**config.mk**
```make
export PLATFORM = sky130hd
export DESIGN_NAME = rgba_over_compositor_flat
export DESIGN_NICKNAME = d
export VERILOG_FILES = /design/src/hdl/rgbo_pkg.sv /design/src/hdl/rgbo_if.sv /design/src/hdl/rgbo_front.sv /design/src/hdl/rgbo_div_stage.sv /design/src/hdl/rgba_over_compositor.sv /design/src/flat_wrapper.sv
export SDC_FILE = /design/constraint.sdc
export NUM_CORES = 2
export LEC_CHECK = 0
export BUFFER_PORTS_ARGS = -buffer_cell sky130_fd_sc_hd__buf_2
export CAP_MARGIN = 30
export CORE_ASPECT_RATIO = 0.75
export CORE_UTILIZATION = 65
export DETAILED_ROUTE_END_ITERATION = 10
export GPL_ROUTABILITY_DRIVEN = 0
export PLACE_DENSITY = 0.79
export SLEW_MARGIN = 20
export SYNTH_ARGS = -nofsm -noshare
export SYNTH_HDL_FRONTEND = slang
export SYNTH_HIERARCHICAL = 1
export SYNTH_SLANG_ARGS = --single-unit
```
**constraint.sdc**
```tcl
create_clock -name clk -period 13.7 [get_ports clk]
set_input_delay 1.37 -clock clk [delete_from_list [all_inputs] [get_ports clk]]
set_output_delay 1.37 -clock clk [all_outputs]
set_load 0.005 [all_outputs]
```
**src/hdl/rgbo_pkg.sv**
```systemverilog
// ----------------------------------------------------------------------------
// rgbo_pkg: shared types and constants for the RGBA over compositor
// Pixel layout, blend selection codes and the item record passed down the
// divider pipeline.
// ----------------------------------------------------------------------------
package rgbo_pkg;

  localparam int unsigned PIX_W          = 8;
  localparam int unsigned WGT_W          = 16;
  localparam int unsigned DIV_W          = 24;
  localparam int unsigned CHANNELS       = 3;
  localparam int unsigned DIV_STAGES     = 4;
  localparam int unsigned BITS_PER_STAGE = PIX_W / DIV_STAGES;
  localparam logic [PIX_W-1:0] CH_MAX    = 8'd255;
  localparam logic [PIX_W-1:0] CH_ZERO   = 8'd0;

  typedef struct packed {
    logic [PIX_W-1:0] red;
    logic [PIX_W-1:0] green;
    logic [PIX_W-1:0] blue;
    logic [PIX_W-1:0] alpha;
  } pixel_t;

  typedef enum logic [1:0] {
    SEL_BLEND = 2'd0,
    SEL_BASE  = 2'd1,
    SEL_OVER  = 2'd2
  } sel_t;

  typedef struct packed {
    sel_t                              sel;
    pixel_t                            pass_pix;
    logic [PIX_W-1:0]                  alpha_q;
    logic [DIV_W-1:0]                  dshift;
    logic [CHANNELS-1:0][DIV_W-1:0]    rem;
    logic [CHANNELS-1:0][PIX_W-1:0]    quo;
  } div_item_t;

endpackage

```
**src/hdl/rgbo_if.sv**
```systemverilog
// ----------------------------------------------------------------------------
// rgbo_if: stream interfaces of the RGBA over compositor
// Input channel carries a base and overlay pixel pair, output channel the
// composited pixel. Valid/ready handshake on both.
// ----------------------------------------------------------------------------
interface rgbo_in_if;
  logic       valid;
  logic       ready;
  logic [7:0] base_red;
  logic [7:0] base_green;
  logic [7:0] base_blue;
  logic [7:0] base_alpha;
  logic [7:0] over_red;
  logic [7:0] over_green;
  logic [7:0] over_blue;
  logic [7:0] over_alpha;

  modport source (
    output valid, base_red, base_green, base_blue, base_alpha,
           over_red, over_green, over_blue, over_alpha,
    input  ready
  );
  modport sink (
    input  valid, base_red, base_green, base_blue, base_alpha,
           over_red, over_green, over_blue, over_alpha,
    output ready
  );
endinterface

interface rgbo_out_if;
  logic       valid;
  logic       ready;
  logic [7:0] out_red;
  logic [7:0] out_green;
  logic [7:0] out_blue;
  logic [7:0] out_alpha;

  modport source (
    output valid, out_red, out_green, out_blue, out_alpha,
    input  ready
  );
  modport sink (
    input  valid, out_red, out_green, out_blue, out_alpha,
    output ready
  );
endinterface

```
**src/hdl/rgbo_front.sv**
```systemverilog
// ----------------------------------------------------------------------------
// rgbo_front: weight and numerator stages
// Stage A forms the two alpha weights and classifies the pair; stage B forms
// the combined weight, the rounded output alpha and the three numerators.
// ----------------------------------------------------------------------------
module rgbo_front (
  input  logic               clk,
  input  logic               rst_n,
  input  logic               in_valid,
  output logic               in_ready,
  input  rgbo_pkg::pixel_t   base_pix,
  input  rgbo_pkg::pixel_t   over_pix,
  output logic               out_valid,
  input  logic               out_ready,
  output rgbo_pkg::div_item_t out_item
);
  import rgbo_pkg::*;

  // stage A registers
  logic                           valid_a_r;
  sel_t                           sel_a_r, sel_a_nxt;
  pixel_t                         pass_a_r, pass_a_nxt;
  logic [WGT_W-1:0]               ow_a_r, ow_a_nxt;
  logic [WGT_W-1:0]               bw_a_r, bw_a_nxt;
  logic [CHANNELS-1:0][PIX_W-1:0] base_c_a_r, over_c_a_r;
  logic                           ready_a;

  // stage B registers
  logic                           valid_b_r;
  div_item_t                      item_b_r, item_b_nxt;

  logic [PIX_W-1:0]               inv_a;
  logic [WGT_W:0]                 wsum;
  logic [WGT_W-1:0]               weight;
  logic [DIV_W:0]                 asum;
  logic [DIV_W:0]                 num [CHANNELS];

  // -------- stage A --------
  assign ready_a  = !valid_b_r || out_ready;
  assign in_ready = !valid_a_r || ready_a;

  always_comb begin
    inv_a    = CH_MAX - over_pix.alpha;
    ow_a_nxt = {over_pix.alpha, 8'd0} - {8'd0, over_pix.alpha};
    bw_a_nxt = base_pix.alpha * inv_a;
    if (over_pix.alpha == CH_ZERO) begin
      sel_a_nxt  = SEL_BASE;
      pass_a_nxt = base_pix;
    end else if (base_pix.alpha == CH_ZERO || over_pix.alpha == CH_MAX) begin
      sel_a_nxt  = SEL_OVER;
      pass_a_nxt = over_pix;
    end else begin
      sel_a_nxt  = SEL_BLEND;
      pass_a_nxt = over_pix;
    end
  end

  always_ff @(posedge clk) begin
    if (!rst_n) begin
      valid_a_r <= 1'b0;
    end else if (in_ready) begin
      valid_a_r <= in_valid;
    end
  end

  always_ff @(posedge clk) begin
    if (in_valid && in_ready) begin
      sel_a_r    <= sel_a_nxt;
      pass_a_r   <= pass_a_nxt;
      ow_a_r     <= ow_a_nxt;
      bw_a_r     <= bw_a_nxt;
      base_c_a_r <= {base_pix.red, base_pix.green, base_pix.blue};
      over_c_a_r <= {over_pix.red, over_pix.green, over_pix.blue};
    end
  end

  // -------- stage B --------
  always_comb begin
    wsum   = {1'b0, ow_a_r} + {1'b0, bw_a_r};
    weight = wsum[WGT_W-1:0];
    // alpha = (weight * 257 + 256) >> 16
    asum   = {1'b0, weight, 8'd0} + {9'd0, weight} + (DIV_W+1)'(256);
    item_b_nxt.sel      = sel_a_r;
    item_b_nxt.pass_pix = pass_a_r;
    item_b_nxt.alpha_q  = asum[DIV_W-1:WGT_W];
    item_b_nxt.dshift   = {1'b0, weight, 7'd0};
    for (int c = 0; c < CHANNELS; c++) begin
      num[c] = (DIV_W+1)'(over_c_a_r[c]) * (DIV_W+1)'(ow_a_r)
             + (DIV_W+1)'(base_c_a_r[c]) * (DIV_W+1)'(bw_a_r);
      item_b_nxt.rem[c] = num[c][DIV_W-1:0];
      item_b_nxt.quo[c] = '0;
    end
  end

  always_ff @(posedge clk) begin
    if (!rst_n) begin
      valid_b_r <= 1'b0;
    end else if (ready_a) begin
      valid_b_r <= valid_a_r;
    end
  end

  always_ff @(posedge clk) begin
    if (valid_a_r && ready_a) begin
      item_b_r <= item_b_nxt;
    end
  end

  assign out_valid = valid_b_r;
  assign out_item  = item_b_r;

endmodule

```
**src/hdl/rgbo_div_stage.sv**
```systemverilog
// ----------------------------------------------------------------------------
// rgbo_div_stage: one stage of the restoring divider
// Retires a few quotient bits on all three color channels and shifts the
// divisor down for the next stage.
// ----------------------------------------------------------------------------
module rgbo_div_stage (
  input  logic                clk,
  input  logic                rst_n,
  input  logic                in_valid,
  output logic                in_ready,
  input  rgbo_pkg::div_item_t in_item,
  output logic                out_valid,
  input  logic                out_ready,
  output rgbo_pkg::div_item_t out_item
);
  import rgbo_pkg::*;

  logic             valid_r;
  div_item_t        item_r, item_nxt;
  logic [DIV_W-1:0] d;
  logic [DIV_W-1:0] r;
  logic [PIX_W-1:0] q;

  assign in_ready = !valid_r || out_ready;

  always_comb begin
    item_nxt = in_item;
    for (int c = 0; c < CHANNELS; c++) begin
      d = in_item.dshift;
      r = in_item.rem[c];
      q = in_item.quo[c];
      for (int s = 0; s < BITS_PER_STAGE; s++) begin
        if (r >= d) begin
          r = r - d;
          q = {q[PIX_W-2:0], 1'b1};
        end else begin
          q = {q[PIX_W-2:0], 1'b0};
        end
        d = d >> 1;
      end
      item_nxt.rem[c] = r;
      item_nxt.quo[c] = q;
    end
    item_nxt.dshift = in_item.dshift >> BITS_PER_STAGE;
  end

  always_ff @(posedge clk) begin
    if (!rst_n) begin
      valid_r <= 1'b0;
    end else if (in_ready) begin
      valid_r <= in_valid;
    end
  end

  always_ff @(posedge clk) begin
    if (in_valid && in_ready) begin
      item_r <= item_nxt;
    end
  end

  assign out_valid = valid_r;
  assign out_item  = item_r;

endmodule

```
**src/hdl/rgba_over_compositor.sv**
```systemverilog
// ----------------------------------------------------------------------------
// rgba_over_compositor: Porter-Duff over on straight-alpha RGBA8888 pixels
// Pipelined compositor: weight stages followed by a staged divider.
// ----------------------------------------------------------------------------
// Usage:
//   in_px  carries one base/overlay pixel pair per item, out_px one
//   composited pixel per item; both use a valid/ready handshake.
//   A transparent overlay passes the base; a transparent base or opaque
//   overlay passes the overlay; otherwise each color is the weighted sum
//   divided by the combined weight, and alpha is that weight over 255.
//   Each item passes two weight/numerator stages, then four divider stages
//   of two quotient bits each, the last doubling as the output register.
//   Throughput: one item per cycle while out_px is ready; every stage holds
//   its own valid bit.
//   Reset (synchronous, rst_n low) empties the pipeline; there is no other
//   state. When out_px stalls, each full stage holds while empty stages
//   upstream keep filling, so in_px.ready drops only once all six are full.
// ----------------------------------------------------------------------------
module rgba_over_compositor (
  input  logic       clk,
  input  logic       rst_n,
  rgbo_in_if.sink    in_px,
  rgbo_out_if.source out_px
);
  import rgbo_pkg::*;

  pixel_t    base_pix, over_pix;
  logic      valid_s [DIV_STAGES+1];
  logic      ready_s [DIV_STAGES+1];
  div_item_t item_s  [DIV_STAGES+1];
  div_item_t fin;

  assign base_pix = '{red: in_px.base_red, green: in_px.base_green,
                      blue: in_px.base_blue, alpha: in_px.base_alpha};
  assign over_pix = '{red: in_px.over_red, green: in_px.over_green,
                      blue: in_px.over_blue, alpha: in_px.over_alpha};

  rgbo_front u_front (
    .clk       (clk),
    .rst_n     (rst_n),
    .in_valid  (in_px.valid),
    .in_ready  (in_px.ready),
    .base_pix  (base_pix),
    .over_pix  (over_pix),
    .out_valid (valid_s[0]),
    .out_ready (ready_s[0]),
    .out_item  (item_s[0])
  );

  for (genvar g = 0; g < DIV_STAGES; g++) begin : g_div
    rgbo_div_stage u_div (
      .clk       (clk),
      .rst_n     (rst_n),
      .in_valid  (valid_s[g]),
      .in_ready  (ready_s[g]),
      .in_item   (item_s[g]),
      .out_valid (valid_s[g+1]),
      .out_ready (ready_s[g+1]),
      .out_item  (item_s[g+1])
    );
  end

  assign fin                 = item_s[DIV_STAGES];
  assign out_px.valid        = valid_s[DIV_STAGES];
  assign ready_s[DIV_STAGES] = out_px.ready;

  // pick passthrough pixel or blended result
  always_comb begin
    unique case (fin.sel)
      SEL_BASE, SEL_OVER: begin
        out_px.out_red   = fin.pass_pix.red;
        out_px.out_green = fin.pass_pix.green;
        out_px.out_blue  = fin.pass_pix.blue;
        out_px.out_alpha = fin.pass_pix.alpha;
      end
      SEL_BLEND: begin
        out_px.out_red   = fin.quo[2];
        out_px.out_green = fin.quo[1];
        out_px.out_blue  = fin.quo[0];
        out_px.out_alpha = fin.alpha_q;
      end
      default: begin
        out_px.out_red   = fin.quo[2];
        out_px.out_green = fin.quo[1];
        out_px.out_blue  = fin.quo[0];
        out_px.out_alpha = fin.alpha_q;
      end
    endcase
  end

endmodule
```
**src/flat_wrapper.sv**
```systemverilog
// flat-port wrapper written by rule: the top's interface ports become plain ports
module rgba_over_compositor_flat import rgbo_pkg::*;
  (clk, rst_n, in_px_valid, in_px_base_red, in_px_base_green, in_px_base_blue, in_px_base_alpha, in_px_over_red, in_px_over_green, in_px_over_blue, in_px_over_alpha, in_px_ready, out_px_valid, out_px_out_red, out_px_out_green, out_px_out_blue, out_px_out_alpha, out_px_ready);
  rgbo_in_if in_px_i ();
  rgbo_out_if out_px_i ();
  input  logic clk;
  input  logic rst_n;
  input wire logic [$bits(in_px_i.valid)-1:0] in_px_valid;
  input wire logic [$bits(in_px_i.base_red)-1:0] in_px_base_red;
  input wire logic [$bits(in_px_i.base_green)-1:0] in_px_base_green;
  input wire logic [$bits(in_px_i.base_blue)-1:0] in_px_base_blue;
  input wire logic [$bits(in_px_i.base_alpha)-1:0] in_px_base_alpha;
  input wire logic [$bits(in_px_i.over_red)-1:0] in_px_over_red;
  input wire logic [$bits(in_px_i.over_green)-1:0] in_px_over_green;
  input wire logic [$bits(in_px_i.over_blue)-1:0] in_px_over_blue;
  input wire logic [$bits(in_px_i.over_alpha)-1:0] in_px_over_alpha;
  output wire logic [$bits(in_px_i.ready)-1:0] in_px_ready;
  output wire logic [$bits(out_px_i.valid)-1:0] out_px_valid;
  output wire logic [$bits(out_px_i.out_red)-1:0] out_px_out_red;
  output wire logic [$bits(out_px_i.out_green)-1:0] out_px_out_green;
  output wire logic [$bits(out_px_i.out_blue)-1:0] out_px_out_blue;
  output wire logic [$bits(out_px_i.out_alpha)-1:0] out_px_out_alpha;
  input wire logic [$bits(out_px_i.ready)-1:0] out_px_ready;
  assign in_px_i.valid = in_px_valid;
  assign in_px_i.base_red = in_px_base_red;
  assign in_px_i.base_green = in_px_base_green;
  assign in_px_i.base_blue = in_px_base_blue;
  assign in_px_i.base_alpha = in_px_base_alpha;
  assign in_px_i.over_red = in_px_over_red;
  assign in_px_i.over_green = in_px_over_green;
  assign in_px_i.over_blue = in_px_over_blue;
  assign in_px_i.over_alpha = in_px_over_alpha;
  assign in_px_ready = in_px_i.ready;
  assign out_px_valid = out_px_i.valid;
  assign out_px_out_red = out_px_i.out_red;
  assign out_px_out_green = out_px_i.out_green;
  assign out_px_out_blue = out_px_i.out_blue;
  assign out_px_out_alpha = out_px_i.out_alpha;
  assign out_px_i.ready = out_px_ready;
  rgba_over_compositor u_core (.clk(clk), .rst_n(rst_n), .in_px(in_px_i), .out_px(out_px_i));
endmodule
```
# Word level (Yosys, flattened, before mapping)
# Cells that the tools add are included.
# word_totals
register_bits	742
in_bits	68
out_inout_bits	34
# op_classes
addsub	29
n_mul	7
magnitude_cmp	24
n_eq_ne	3
n_mux	51
reduce_logical	22
# ops
operator	n
$mux W24	21
$mul A8 B16 Y24	6
$add A24 B24 Y24	3
$ge A24 B16 Y1	3
$ge A24 B17 Y1	3
$ge A24 B18 Y1	3
$ge A24 B19 Y1	3
$ge A24 B20 Y1	3
$ge A24 B21 Y1	3
$ge A24 B22 Y1	3
$ge A24 B23 Y1	3
$sub A24 B17 Y24	3
$sub A24 B18 Y24	3
$sub A24 B19 Y24	3
$sub A24 B20 Y24	3
$sub A24 B21 Y24	3
$sub A24 B22 Y24	3
$sub A24 B23 Y24	3
$mux W32	1
$mux W8	4
$add A24 B16 Y24	1
$add A24 B9 Y24 const B	1
$mux W1	24
$add A16 B16 Y16	1
12 further kinds	29

# Depth between registers and ports, before layout
# logic_depth
ltp_word	8
mapped_depth	28

# Modules after synthesis
# The synthesis kept the hierarchy.
# modules_own_cells
mod	n_inst	cells_per_inst	area_per_inst_um2	seq_area_each_um2
rgbo_front	1	3497	35467.8	7367.1
rgbo_div_stage at u_core.g_div[2].u_div ...	2	1389	13713.2	4824.6
rgbo_div_stage at u_core.g_div[1].u_div	1	1400	13704.4	4824.6
rgbo_div_stage at u_core.g_div[0].u_div	1	1348	13477.9	4824.6
rgba_over_compositor	1	36	417.9	0.0

# Worst setup path after synthesis
# OpenSTA, ideal clock, no wires.
# synth_timing
kind	input -> register
start	input out_px_ready
end	register u_core.u_front.item_b_r (netlist bit u_core/u_front/out_item[103]), enable pin
setup_time_ns	0.637
arrival_ns	7.663
required_ns	13.063
path_slack_ns	5.400
stages	6
n_path_buf	0
path_cell_list	nand2b_1 -> nand2b_1 -> nand2b_1 -> nand2b_1 -> nor2b_1 -> nor2b_1
# synth_lines
element	line	rtl
from (decl)	flat_wrapper.sv:23	input wire logic [$bits(out_px_i.ready)-1:0] out_px_ready;
to (signal assigned)	rgbo_front.sv:105	item_b_r <= item_b_nxt;
to (decl)	rgbo_front.sv:30	div_item_t item_b_r, item_b_nxt;

==> metrics <==
status complete, no violations; Fmax achieved 131 MHz; clk_lat worst skew 0.75 ns; Synth Warn # 6; final WL 242 mm; Via density 6.47; Max-Cap Viols 0; TritonCTS clock tree built; FILL cells 9,278; Startpoint Class register; Die Y 313 um; Worst Path Max Fanout 33; post-cts resize count 0; Worst-Margin Slew 1.24 ns; input/output buffers 101; Global Route Usage Sum 36.9%; CTS Sinks 760; layout cell share with drive strength beyond 1 8.25%; synthesis-to-finish area growth 6.11%; GRT overflow 0; drt wl/cell 23.5 um; total number of vias 66,700; Clock Skew 0.0548 ns; final setup vio count 0; M1 WL 95.0 mm; Die Wd 417 um; worst hold path class register to register; I/O pin count 102; Final Hold Viols 0; largest net degree at the start of global routing 78; fin crit share 55.7%; layout net count 10,200; Synth Instances 8,554; Worst EP arrival 8.08 ns; Post-CTS Hold Buffers 0; H-Tree Depth 3; Residual DRC 0; clock buffer depth 3; starting DRC count in detailed routing 8,054; number of CTS-inserted buffers 83; Initial Utilization 65.8%; Reg clk slew, reported paths 0.07 ns; core area 0.127 sq mm; Setup crit end kind register; die area 0.130 sq mm; first-pass GRT wire length 372 mm; CP required 14.15 ns; vias in the first global route 65,300; WS Path Type register to register; met3 WL 29.8 mm; Register Area 0.0228 sq mm; hpwl dp 183 mm; # rows 113; Routed Antenna Nets 0; Multi-input gate area 0.0560 sq mm; antenna violations before repair 15; syn_area_per_cell 9.79 sq um; Post-Syn Area 0.0838 sq mm; DR pass1 iterations 6; CTS root buffer clkbuf_16; RSZ-0062 raised after global routing false; met2 WL post-DR 105 mm; max layer used met5; Tmin final 7.64 ns; Post-CTS Setup Inserts 0; final slew viol count 0; Fin Setup TNS 0 ns; Max-slew headroom 16.0%
==> final cells by class <==
cell class | count | area share (%)
clock inverters | 58 | 0.853
flip-flops and latches | 760 | 25.6
clock buffers | 95 | 2.43
inverters | 1033 | 4.36
repair buffers | 185 | 1.41
diodes | 5 | 0.0141
multi-input cells | 6512 | 63.0
well taps | 1667 | 2.35
==> registers in the layout (all words and copies together), names as in the netlist, 2 cells and up <==
name                          cells
u_core/g_div.u_div/out_item     510
u_core/u_front/out_item         130
u_core/u_front/item_b_nxt        32
u_core/u_front/base_c_a_r        24
u_core/u_front/over_c_a_r        24
u_core/u_front/bw_a_r            16
u_core/u_front/ow_a_r            16
u_core/g_div.u_div/out_valid      4
u_core/u_front/sel_a_r            2
==> through the flow <==
| stage | utilization (%) | hold slack (ns) | instances | setup WS [ns] | cell area (sq um) |
|---|---|---|---|---|---|
| after floorplan | - | 0.400 | 8564 | 5.40 | 83800 |
| after global placement | 67.4 | 0.400 | 10100 | 6.29 | 85700 |
| after detailed placement | 67.5 | 0.405 | 10100 | 6.00 | 85800 |
| after CTS | 69.7 | 0.413 | 10300 | 5.93 | 88800 |
| after global routing | 69.8 | 0.419 | 10300 | 5.63 | 88900 |
| final | 69.9 | 0.412 | 10300 | 6.06 | 88900 |
==> layer usage <==
| metal | global-route usage (%) | vias up |
|---|---|---|
| li1 | - | 29800 |
| met1 | 49.8 | 32300 |
| met2 | 55.7 | 3941 |
| met3 | 10.1 | 731 |
| met4 | 17.1 | 22 |
| met5 | 0 | - |
==> critical path, cell delays in order (launching register included) <==
cell and delay [ns]:
edfxtp_1 0.38, inv_1 0.34, ha_1 0.37, nor2b_1 0.17, o31ai_1 0.52, a211oi_1 0.24
o21ai_1 0.28, a21oi_1 0.13, nor2_1 0.63, inv_2 0.47, o21ai_0 0.37, ha_1 0.25
inv_1 0.07, fa_1 0.43, a21o_1 0.20, a21o_1 0.22, a211oi_2 0.44, o311a_1 0.29
o21ai_1 0.10, a21oi_1 0.20, o221ai_1 0.16, and2b_1 0.52, buf_16 0.21, mux2_1 0.34
==> final timing paths <==
path	start	end	slack [ns]	cells after the start
max	u_core/g_div[1].u_div/out_item[98]$_DFFE_PP_	u_core/g_div[2].u_div/out_item[53]$_DFFE_PP_	6.06	23
min	u_core/g_div[1].u_div/out_item[139]$_DFFE_PP_	u_core/g_div[2].u_div/out_item[139]$_DFFE_PP_	0.41	0
max reg2reg	u_core/g_div[1].u_div/out_item[98]$_DFFE_PP_	u_core/g_div[2].u_div/out_item[53]$_DFFE_PP_	6.06	23
min reg2reg	u_core/g_div[1].u_div/out_item[139]$_DFFE_PP_	u_core/g_div[2].u_div/out_item[139]$_DFFE_PP_	0.41	0
==> placed cells by master (no fill, tap or decap), types with 103 or more instances in the layout <==
master / count
inv_1: 1020
ha_1: 844
nand2_1: 811
edfxtp_1: 754
fa_1: 685
a21oi_1: 531
nor2_1: 416
and2_1: 385
xnor2_1: 316
o21ai_0: 306
mux2_2: 219
a21o_1: 183
xor2_1: 150
nor3_1: 131
nand3_1: 117
nor2b_1: 112
nand2b_1: 103
Power is left out: the tool's default activity adds up to more than one toggle a clock period on the data nets, which glitch-free logic cannot reach.
